### src/sv/dra_pkg.sv
// dra_pkg: shared types, sizes and the rectangle union function
// for the damage rectangle accumulator; no dependencies
package dra_pkg;

  localparam int CAPACITY = 32;
  localparam int ADDR_W   = $clog2(CAPACITY);
  localparam int CNT_W    = $clog2(CAPACITY + 1);
  localparam int POS_W    = 14;
  localparam int SIZE_W   = 15;
  localparam int OUT_W    = 17;
  localparam int SCALE_W  = 3;
  localparam logic [SIZE_W-1:0] MAX_SIZE = SIZE_W'(16384);
  localparam logic [SCALE_W-1:0] SCALE_MIN = SCALE_W'(1);
  localparam logic [SCALE_W-1:0] SCALE_MAX = SCALE_W'(4);

  localparam logic MODE_QUEUE = 1'b0;
  localparam logic MODE_FLUSH = 1'b1;

  typedef struct packed {
    logic [POS_W-1:0]  left;
    logic [POS_W-1:0]  top;
    logic [SIZE_W-1:0] width;
    logic [SIZE_W-1:0] height;
  } rect_t;

  localparam int RECT_W = $bits(rect_t);

  typedef struct packed {
    logic append;
    logic start_merge;
    logic merge;
    logic merge_write;
    logic step;
    logic start_flush;
    logic load_out;
    logic clear;
  } dra_cmd_t;

  typedef struct packed {
    logic count_zero;
    logic overflow;
    logic idx_last;
    logic out_last;
  } dra_status_t;

  function automatic logic [SIZE_W-1:0] sat_size(input logic [SIZE_W:0] v);
    sat_size = (v > {1'b0, MAX_SIZE}) ? MAX_SIZE : v[SIZE_W-1:0];
  endfunction

  function automatic rect_t rect_union(input rect_t a, input rect_t b);
    rect_t u;
    logic [SIZE_W:0] ar, br, ab, bb, rr, bot;
    u = a;
    ar  = (SIZE_W+1)'(a.left) + (SIZE_W+1)'(a.width);
    br  = (SIZE_W+1)'(b.left) + (SIZE_W+1)'(b.width);
    ab  = (SIZE_W+1)'(a.top) + (SIZE_W+1)'(a.height);
    bb  = (SIZE_W+1)'(b.top) + (SIZE_W+1)'(b.height);
    rr  = (ar > br) ? ar : br;
    bot = (ab > bb) ? ab : bb;
    if (a.width == '0 || a.height == '0) begin
      u = b;
    end else if (b.width == '0 || b.height == '0) begin
      u = a;
    end else begin
      u.left   = (a.left < b.left) ? a.left : b.left;
      u.top    = (a.top < b.top) ? a.top : b.top;
      u.width  = sat_size(rr - (SIZE_W+1)'(u.left));
      u.height = sat_size(bot - (SIZE_W+1)'(u.top));
    end
    rect_union = u;
  endfunction

endpackage

### src/sv/dra_if.sv
// dra_if: valid/ready channel interfaces for queue/flush items and
// flushed rectangles; depends on dra_pkg
interface dra_item_if;
  logic                            valid;
  logic                            ready;
  logic                            mode;
  logic [dra_pkg::POS_W-1:0]       rect_left;
  logic [dra_pkg::POS_W-1:0]       rect_top;
  logic [dra_pkg::SIZE_W-1:0]      rect_width;
  logic [dra_pkg::SIZE_W-1:0]      rect_height;
  logic                            buffer_select;

  modport source (output valid, mode, rect_left, rect_top, rect_width, rect_height,
                  buffer_select, input ready);
  modport sink (input valid, mode, rect_left, rect_top, rect_width, rect_height,
                buffer_select, output ready);
endinterface

interface dra_result_if;
  logic                       valid;
  logic                       ready;
  logic [dra_pkg::OUT_W-1:0]  out_left;
  logic [dra_pkg::OUT_W-1:0]  out_top;
  logic [dra_pkg::OUT_W-1:0]  out_width;
  logic [dra_pkg::OUT_W-1:0]  out_height;
  logic                       target_buffer;
  logic                       last;

  modport source (output valid, out_left, out_top, out_width, out_height,
                  target_buffer, last, input ready);
  modport sink (input valid, out_left, out_top, out_width, out_height,
                target_buffer, last, output ready);
endinterface

### src/sv/damage_rect_accumulator_unit.sv
// Damage rectangle accumulator, top level. Holds up to 32 rectangles in a
// registered-read RAM. A queued rectangle is appended while the store has
// room; the append that fills the store sets overflow, after which each
// queued rectangle starts a union walk over the stored entries that reads
// them one after another through a read state and an accumulate state,
// and collapses the store into one entry. A flush walks the store and emits
// one beat per entry through a read state, an output load state and an
// output state that holds on a result-side stall; the last beat is flagged
// and the store and flag are then cleared. A flush of an empty store emits
// nothing. Only one item is in work at a time. The scale setting is
// written through cfg_we/cfg_wdata; the user must write it only while idle,
// the block itself does not enforce it.
// depends on dra_pkg, dra_if, dra_ctrl, dra_dp, dra_ram
module damage_rect_accumulator_unit (
  input  logic                        clk,
  input  logic                        rst,
  input  logic                        cfg_we,
  input  logic [dra_pkg::SCALE_W-1:0] cfg_wdata,
  dra_item_if.sink                    item,
  dra_result_if.source                result
);

  dra_pkg::dra_cmd_t    cmd;
  dra_pkg::dra_status_t status;

  dra_ctrl u_ctrl (
    .clk         (clk),
    .rst         (rst),
    .item_valid  (item.valid),
    .item_mode   (item.mode),
    .item_ready  (item.ready),
    .result_valid(result.valid),
    .result_ready(result.ready),
    .status      (status),
    .cmd         (cmd)
  );

  dra_dp u_dp (
    .clk          (clk),
    .rst          (rst),
    .cfg_we       (cfg_we),
    .cfg_wdata    (cfg_wdata),
    .rect_left    (item.rect_left),
    .rect_top     (item.rect_top),
    .rect_width   (item.rect_width),
    .rect_height  (item.rect_height),
    .buffer_select(item.buffer_select),
    .cmd          (cmd),
    .status       (status),
    .out_left     (result.out_left),
    .out_top      (result.out_top),
    .out_width    (result.out_width),
    .out_height   (result.out_height),
    .target_buffer(result.target_buffer),
    .last         (result.last)
  );

endmodule

### src/sv/dra_ram.sv
// dra_ram: generic single write port, single read port RAM with registered read
// no dependencies
module dra_ram #(
  parameter int WIDTH = 8,
  parameter int DEPTH = 16
) (
  input  logic                     clk,
  input  logic                     we,
  input  logic [$clog2(DEPTH)-1:0] waddr,
  input  logic [WIDTH-1:0]         wdata,
  input  logic [$clog2(DEPTH)-1:0] raddr,
  output logic [WIDTH-1:0]         rdata
);

  logic [WIDTH-1:0] mem [DEPTH];

  always_ff @(posedge clk) begin
    if (we) begin
      mem[waddr] <= wdata;
    end
    rdata <= mem[raddr];
  end

endmodule

### src/sv/dra_ctrl.sv
// dra_ctrl: controller state machine sequencing append, merge walk and flush walk
// depends on dra_pkg
module dra_ctrl (
  input  logic                 clk,
  input  logic                 rst,
  input  logic                 item_valid,
  input  logic                 item_mode,
  output logic                 item_ready,
  output logic                 result_valid,
  input  logic                 result_ready,
  input  dra_pkg::dra_status_t status,
  output dra_pkg::dra_cmd_t    cmd
);

  localparam logic [2:0] S_IDLE = 3'd0;
  localparam logic [2:0] S_MRD  = 3'd1;
  localparam logic [2:0] S_MACC = 3'd2;
  localparam logic [2:0] S_MWR  = 3'd3;
  localparam logic [2:0] S_FRD  = 3'd4;
  localparam logic [2:0] S_FLD  = 3'd5;
  localparam logic [2:0] S_FOUT = 3'd6;

  logic [2:0] state;
  logic [2:0] state_next;
  logic       accept;

  assign item_ready   = (state == S_IDLE);
  assign result_valid = (state == S_FOUT);
  assign accept       = item_valid && item_ready;

  always_comb begin
    state_next = state;
    cmd        = '0;
    case (state)
      S_IDLE: begin
        if (accept) begin
          if (item_mode == dra_pkg::MODE_FLUSH) begin
            if (status.count_zero) begin
              cmd.clear = 1'b1;
            end else begin
              cmd.start_flush = 1'b1;
              state_next      = S_FRD;
            end
          end else if (status.overflow && !status.count_zero) begin
            cmd.start_merge = 1'b1;
            state_next      = S_MRD;
          end else begin
            cmd.append = 1'b1;
          end
        end
      end
      S_MRD: begin
        state_next = S_MACC;
      end
      S_MACC: begin
        cmd.merge = 1'b1;
        if (status.idx_last) begin
          state_next = S_MWR;
        end else begin
          cmd.step   = 1'b1;
          state_next = S_MRD;
        end
      end
      S_MWR: begin
        cmd.merge_write = 1'b1;
        state_next      = S_IDLE;
      end
      S_FRD: begin
        state_next = S_FLD;
      end
      S_FLD: begin
        cmd.load_out = 1'b1;
        state_next   = S_FOUT;
      end
      S_FOUT: begin
        if (result_ready) begin
          if (status.out_last) begin
            cmd.clear  = 1'b1;
            state_next = S_IDLE;
          end else begin
            cmd.step   = 1'b1;
            state_next = S_FRD;
          end
        end
      end
      default: begin
        state_next = S_IDLE;
      end
    endcase
  end

  always_ff @(posedge clk) begin
    if (rst) begin
      state <= S_IDLE;
    end else begin
      state <= state_next;
    end
  end

endmodule

### src/sv/dra_dp.sv
// dra_dp: datapath with rectangle store, entry count, overflow flag, union
// accumulator, scale register and output registers; depends on dra_pkg, dra_ram
module dra_dp (
  input  logic                          clk,
  input  logic                          rst,
  input  logic                          cfg_we,
  input  logic [dra_pkg::SCALE_W-1:0]   cfg_wdata,
  input  logic [dra_pkg::POS_W-1:0]     rect_left,
  input  logic [dra_pkg::POS_W-1:0]     rect_top,
  input  logic [dra_pkg::SIZE_W-1:0]    rect_width,
  input  logic [dra_pkg::SIZE_W-1:0]    rect_height,
  input  logic                          buffer_select,
  input  dra_pkg::dra_cmd_t             cmd,
  output dra_pkg::dra_status_t          status,
  output logic [dra_pkg::OUT_W-1:0]     out_left,
  output logic [dra_pkg::OUT_W-1:0]     out_top,
  output logic [dra_pkg::OUT_W-1:0]     out_width,
  output logic [dra_pkg::OUT_W-1:0]     out_height,
  output logic                          target_buffer,
  output logic                          last
);

  localparam int PROD_W = dra_pkg::OUT_W + dra_pkg::SCALE_W;

  logic [dra_pkg::CNT_W-1:0]   count;
  logic                        overflow;
  logic [dra_pkg::ADDR_W-1:0]  idx;
  logic [dra_pkg::SCALE_W-1:0] scale_cfg;
  dra_pkg::rect_t              acc;
  dra_pkg::rect_t              new_rect;
  dra_pkg::rect_t              rdata;
  dra_pkg::rect_t              wdata;
  logic                        we;
  logic [dra_pkg::ADDR_W-1:0]  waddr;
  logic [dra_pkg::SCALE_W-1:0] scale;
  logic [dra_pkg::CNT_W-1:0]   count_inc;
  logic                        idx_last;
  logic [PROD_W-1:0]           p_left, p_top, p_width, p_height;

  assign new_rect.left   = rect_left;
  assign new_rect.top    = rect_top;
  assign new_rect.width  = dra_pkg::sat_size({1'b0, rect_width});
  assign new_rect.height = dra_pkg::sat_size({1'b0, rect_height});

  assign count_inc = count + dra_pkg::CNT_W'(1);
  assign idx_last  = (dra_pkg::CNT_W'(idx) + dra_pkg::CNT_W'(1)) == count;

  assign we    = (cmd.append && count < dra_pkg::CNT_W'(dra_pkg::CAPACITY))
                 || cmd.merge_write;
  assign waddr = cmd.merge_write ? '0 : count[dra_pkg::ADDR_W-1:0];
  assign wdata = cmd.merge_write ? acc : new_rect;

  dra_ram #(
    .WIDTH(dra_pkg::RECT_W),
    .DEPTH(dra_pkg::CAPACITY)
  ) u_store (
    .clk  (clk),
    .we   (we),
    .waddr(waddr),
    .wdata(wdata),
    .raddr(idx),
    .rdata(rdata)
  );

  // scale clamped to 1..4
  always_comb begin
    if (scale_cfg < dra_pkg::SCALE_MIN) begin
      scale = dra_pkg::SCALE_MIN;
    end else if (scale_cfg > dra_pkg::SCALE_MAX) begin
      scale = dra_pkg::SCALE_MAX;
    end else begin
      scale = scale_cfg;
    end
  end

  assign p_left   = PROD_W'(rdata.left) * PROD_W'(scale);
  assign p_top    = PROD_W'(rdata.top) * PROD_W'(scale);
  assign p_width  = PROD_W'(rdata.width) * PROD_W'(scale);
  assign p_height = PROD_W'(rdata.height) * PROD_W'(scale);

  assign status.count_zero = (count == '0);
  assign status.overflow   = overflow;
  assign status.idx_last   = idx_last;
  assign status.out_last   = last;

  always_ff @(posedge clk) begin
    if (rst) begin
      count     <= '0;
      overflow  <= 1'b0;
      scale_cfg <= dra_pkg::SCALE_MIN;
    end else begin
      if (cfg_we) begin
        scale_cfg <= cfg_wdata;
      end
      if (cmd.append && count < dra_pkg::CNT_W'(dra_pkg::CAPACITY)) begin
        count <= count_inc;
        if (count_inc >= dra_pkg::CNT_W'(dra_pkg::CAPACITY)) begin
          overflow <= 1'b1;
        end
      end
      if (cmd.merge_write) begin
        count <= dra_pkg::CNT_W'(1);
      end
      if (cmd.clear) begin
        count    <= '0;
        overflow <= 1'b0;
      end
    end
  end

  always_ff @(posedge clk) begin
    if (cmd.start_merge || cmd.start_flush) begin
      idx <= '0;
    end else if (cmd.step) begin
      idx <= idx + dra_pkg::ADDR_W'(1);
    end
    if (cmd.start_merge) begin
      acc <= new_rect;
    end else if (cmd.merge) begin
      acc <= dra_pkg::rect_union(acc, rdata);
    end
    if (cmd.start_flush) begin
      target_buffer <= buffer_select;
    end
    if (cmd.load_out) begin
      out_left   <= p_left[dra_pkg::OUT_W-1:0];
      out_top    <= p_top[dra_pkg::OUT_W-1:0];
      out_width  <= p_width[dra_pkg::OUT_W-1:0];
      out_height <= p_height[dra_pkg::OUT_W-1:0];
      last       <= idx_last;
    end
  end

endmodule

### src/flat_wrapper.sv
// flat-port wrapper written by rule: the top's interface ports become plain ports
module damage_rect_accumulator_unit_flat 
  (clk, rst, cfg_we, cfg_wdata, item_valid, item_mode, item_rect_left, item_rect_top, item_rect_width, item_rect_height, item_buffer_select, item_ready, result_valid, result_out_left, result_out_top, result_out_width, result_out_height, result_target_buffer, result_last, result_ready);
  dra_item_if item_i ();
  dra_result_if result_i ();
  input  logic clk;
  input  logic rst;
  input  logic cfg_we;
  input  logic [dra_pkg::SCALE_W-1:0] cfg_wdata;
  input wire logic [$bits(item_i.valid)-1:0] item_valid;
  input wire logic [$bits(item_i.mode)-1:0] item_mode;
  input wire logic [$bits(item_i.rect_left)-1:0] item_rect_left;
  input wire logic [$bits(item_i.rect_top)-1:0] item_rect_top;
  input wire logic [$bits(item_i.rect_width)-1:0] item_rect_width;
  input wire logic [$bits(item_i.rect_height)-1:0] item_rect_height;
  input wire logic [$bits(item_i.buffer_select)-1:0] item_buffer_select;
  output wire logic [$bits(item_i.ready)-1:0] item_ready;
  output wire logic [$bits(result_i.valid)-1:0] result_valid;
  output wire logic [$bits(result_i.out_left)-1:0] result_out_left;
  output wire logic [$bits(result_i.out_top)-1:0] result_out_top;
  output wire logic [$bits(result_i.out_width)-1:0] result_out_width;
  output wire logic [$bits(result_i.out_height)-1:0] result_out_height;
  output wire logic [$bits(result_i.target_buffer)-1:0] result_target_buffer;
  output wire logic [$bits(result_i.last)-1:0] result_last;
  input wire logic [$bits(result_i.ready)-1:0] result_ready;
  assign item_i.valid = item_valid;
  assign item_i.mode = item_mode;
  assign item_i.rect_left = item_rect_left;
  assign item_i.rect_top = item_rect_top;
  assign item_i.rect_width = item_rect_width;
  assign item_i.rect_height = item_rect_height;
  assign item_i.buffer_select = item_buffer_select;
  assign item_ready = item_i.ready;
  assign result_valid = result_i.valid;
  assign result_out_left = result_i.out_left;
  assign result_out_top = result_i.out_top;
  assign result_out_width = result_i.out_width;
  assign result_out_height = result_i.out_height;
  assign result_target_buffer = result_i.target_buffer;
  assign result_last = result_i.last;
  assign result_i.ready = result_ready;
  damage_rect_accumulator_unit u_core (.clk(clk), .rst(rst), .cfg_we(cfg_we), .cfg_wdata(cfg_wdata), .item(item_i), .result(result_i));
endmodule
### config.mk
export PLATFORM = sky130hd
export DESIGN_NAME = damage_rect_accumulator_unit_flat
export DESIGN_NICKNAME = d
export VERILOG_FILES = /design/src/sv/dra_pkg.sv /design/src/sv/dra_if.sv /design/src/sv/damage_rect_accumulator_unit.sv /design/src/sv/dra_ram.sv /design/src/sv/dra_ctrl.sv /design/src/sv/dra_dp.sv /design/src/flat_wrapper.sv
export SDC_FILE = /design/constraint.sdc
export NUM_CORES = 2
export LEC_CHECK = 0
export ABC_AREA = 1
export BUFFER_PORTS_ARGS = -buffer_cell sky130_fd_sc_hd__buf_2
export CORE_MARGIN = 2
export CORE_UTILIZATION = 25
export DETAILED_ROUTE_END_ITERATION = 6
export GPL_TIMING_DRIVEN = 0
export PLACE_DENSITY_LB_ADDON = 0.12
export RECOVER_POWER = 50
export SYNTH_ARGS = -nofsm -noshare
export SYNTH_HDL_FRONTEND = slang
export SYNTH_SLANG_ARGS = --single-unit
### constraint.sdc
create_clock -name clk -period 20.7 [get_ports clk]
set_input_delay 2.07 -clock clk [delete_from_list [all_inputs] [get_ports clk]]
set_output_delay 2.07 -clock clk [all_outputs]
set_load 0.01 [all_outputs]
==> impl_metrics.ini <==
[run_status]
status = finished, violations left
violations = max-capacitance violations, max-slew violations

[sta]
slew_headroom_pct = -100.9
rsz0062_at_grt = false
setup_viol_count_final = 0
tightest_slew_ns = 3.013
hold_viol_final = 0
min_period_ns = 7.027
maxClockFrequency_ghz = 0.1423
setup_slack_ns = 13.67
finalCritPeriodShare_pct = 33.95
finClkSkew_ns = 0.06844
fin_hold_ws_ns = 0.4783
slew_violations = 1756

[finish]
drive_above_1_share_pct = 8.494
n_fill_cell = 37700
stdcell_area_sq_um = 108400
final_util_pct = 29.67
syn_to_final_growth_pct = 18.08
final_common_cell = edfxtp_1
nets = 9002
layout_common_cells = edfxtp_1, nor2_1, o21ai_0

[critical_path]
crit_path_start = u_core.u_dp.u_store.rdata[17]
crit_fanout = 10
reg2reg_depth = 35
start_kind = flip-flop
arrival_ns = 7.75
r2r_start = u_core.u_dp.u_store.rdata[17]
critical_path.most_common_cell = nand2_1
slowest_delay_ns = 0.75
cp_slowest_cell = dfxtp_1
required_ns = 21.42
path_class = flip-flop to flip-flop
end_kind = flip-flop

[routing]
vias = 68040
vias_per_cell = 4.974
wire_per_inst_um = 30.18
drcViolationCount = 0
postRouteAntennaNets = 0
drtPass1Iterations = 6
drt_iter0_markers = 7122
wirelength_um = 412800

[placed_design]
hpwl_um = 301000
io_buffers = 139
dpl-instance-area_sq_um = 102200
globalplace.congestion = 0.9006
post-place-ws_ns = 13.77

[synthesis]
yosys_warnings = 0
synth.distinct_cells = 62
ys.flop_type = edfxtp_1
synth_edf_count = 1984
netlist_area_sq_um = 91840
async_flop_share_pct = 0
syn_area_per_cell_sq_um = 11.30
ys_seq_area_share_pct = 66.52
syn-num-nets = 8464
ys_ff_latch = 2060
synthCells = 8127

[clock_network]
clk_pin_slew_ns = 0.06
numCtsBuffers = 228
cts_root_buf = clkbuf_16
htree_levels = 4
ctsHoldBuffers = 0
clockBufferDepth = 4
cts_sinks = 2060
post_cts_buffers = 0
worstSkewPairLatency_ns = 0.93
cts_tree = done
post_cts_resized = 0

[worst_hold_path]
hold_start = u_core.u_dp.overflow
hold_depth = 2
hp-class = flip-flop to flip-flop

[floorplanning]
die_y_um = 610.1
chipWidth_um = 610.1
die_area_sq_um = 372200
ioPinCount = 140
core_sq_um = 365500
initial_utilization_pct = 25.13
rows = 222

[global_routing]
grt_max_degree = 37
antenna_found_initial = 40
grt_pass1_wl_um = 554500
grtUsageTotal_pct = 21.49
grt_pass1_vias = 65290
grt_overflow = 0

[run]
drv_cap = 68
==> logic make-up (layout without fill, tap and decap cells) <==
family	Yosys count	after routing	synth area share [%]
AOI/OAI and AO/OA	2175	2175	12.99
other	0	10	0
xor gates and xnor gates	105	105	1.001
buffers and inverters	872	1598	3.801
adders and majority gates	269	269	4.155
DFF	2060	2060	66.52
and+or+nand+nor	2646	2646	11.53
==> Yosys cell counts, drive strengths merged, types with 17 or more instances <==
master	count	area (sq um)
inv	396	1486
a21oi	272	1414
o31ai	23	186.4
buf	115	648.1
nor4	21	131.4
o22ai	561	3510
nand2	1084	4159
clkbuf	358	1345
nand4	45	309.0
nor3	33	186.4
xor2	72	630.6
edfxtp	1984	59580
a31oi	17	106.4
o211ai	21	157.7
dfxtp	76	1521
nor2	1322	4980
fa	60	1201
ha	209	2615
nand3	126	715.7
xnor2	33	289.0
o21ai	1239	6201
==> flip-flops by register name, summed over array words and instances, names as in the netlist <==
register                   flops
u_core.u_dp.u_store.mem     1856
u_core.u_dp.acc               58
u_core.u_dp.u_store.rdata     58
u_core.u_dp.out_height        17
u_core.u_dp.out_left          17
u_core.u_dp.out_top           17
u_core.u_dp.out_width         17
u_core.u_dp.count              6
u_core.u_dp.idx                5
u_core.u_ctrl.state            3
u_core.u_dp.scale_cfg          3
u_core.u_dp.last               1
u_core.u_dp.overflow           1
u_core.u_dp.target_buffer      1
==> through the flow <==
step	std cells	TNS, ns
2_1_floorplan	8127	0
3_3_place_gp	13080	-73.27
3_5_place_dp	13250	0
4_1_cts	13670	0
5_1_grt	13670	0
6_report	13680	0
==> area by class of cell <==
| class | instances | area, sq um | share of cell area (%) |
|---|---|---|---|
| tap | 4816 | 6026 | 5.556 |
| timing repair buffer | 308 | 2982 | 2.749 |
| inverter | 399 | 1498 | 1.381 |
| buffer | 473 | 2002 | 1.846 |
| sequential | 2060 | 61100 | 56.34 |
| multi-input combinational | 5195 | 27440 | 25.30 |
| clock inverter | 161 | 1545 | 1.425 |
| clock buffer | 257 | 5834 | 5.380 |
| antenna | 10 | 25.02 | 0.02307 |
==> worst max-delay path, delay by kind of cell (launching register included) <==
| kind | cells | cell delay (ns) |
|---|---|---|
| buffers and inverters | 5 | 0.84 |
| DFF | 1 | 0.75 |
| adders and majority gates | 4 | 1.46 |
| AOI/OAI and AO/OA | 7 | 1.47 |
| xor gates and xnor gates | 1 | 0.29 |
| and+or+nand+nor | 18 | 2.01 |
==> final timing paths <==
path         slack [ns]                    to
max               13.67   u_core.u_dp.acc[20]
min                0.48  u_core.u_dp.overflow
max reg2reg       13.67   u_core.u_dp.acc[20]
min reg2reg        0.48  u_core.u_dp.overflow
==> metal layers <==
layer | track usage, % | wire, um
met1 | 28.06 | 172000
met2 | 36.45 | 195600
met3 | 2.622 | 25580
met4 | 7.870 | 19650
met5 | 0 | 31
Power is left out: the tool's default activity adds up to more than one toggle a clock period on the data nets, which glitch-free logic cannot reach.
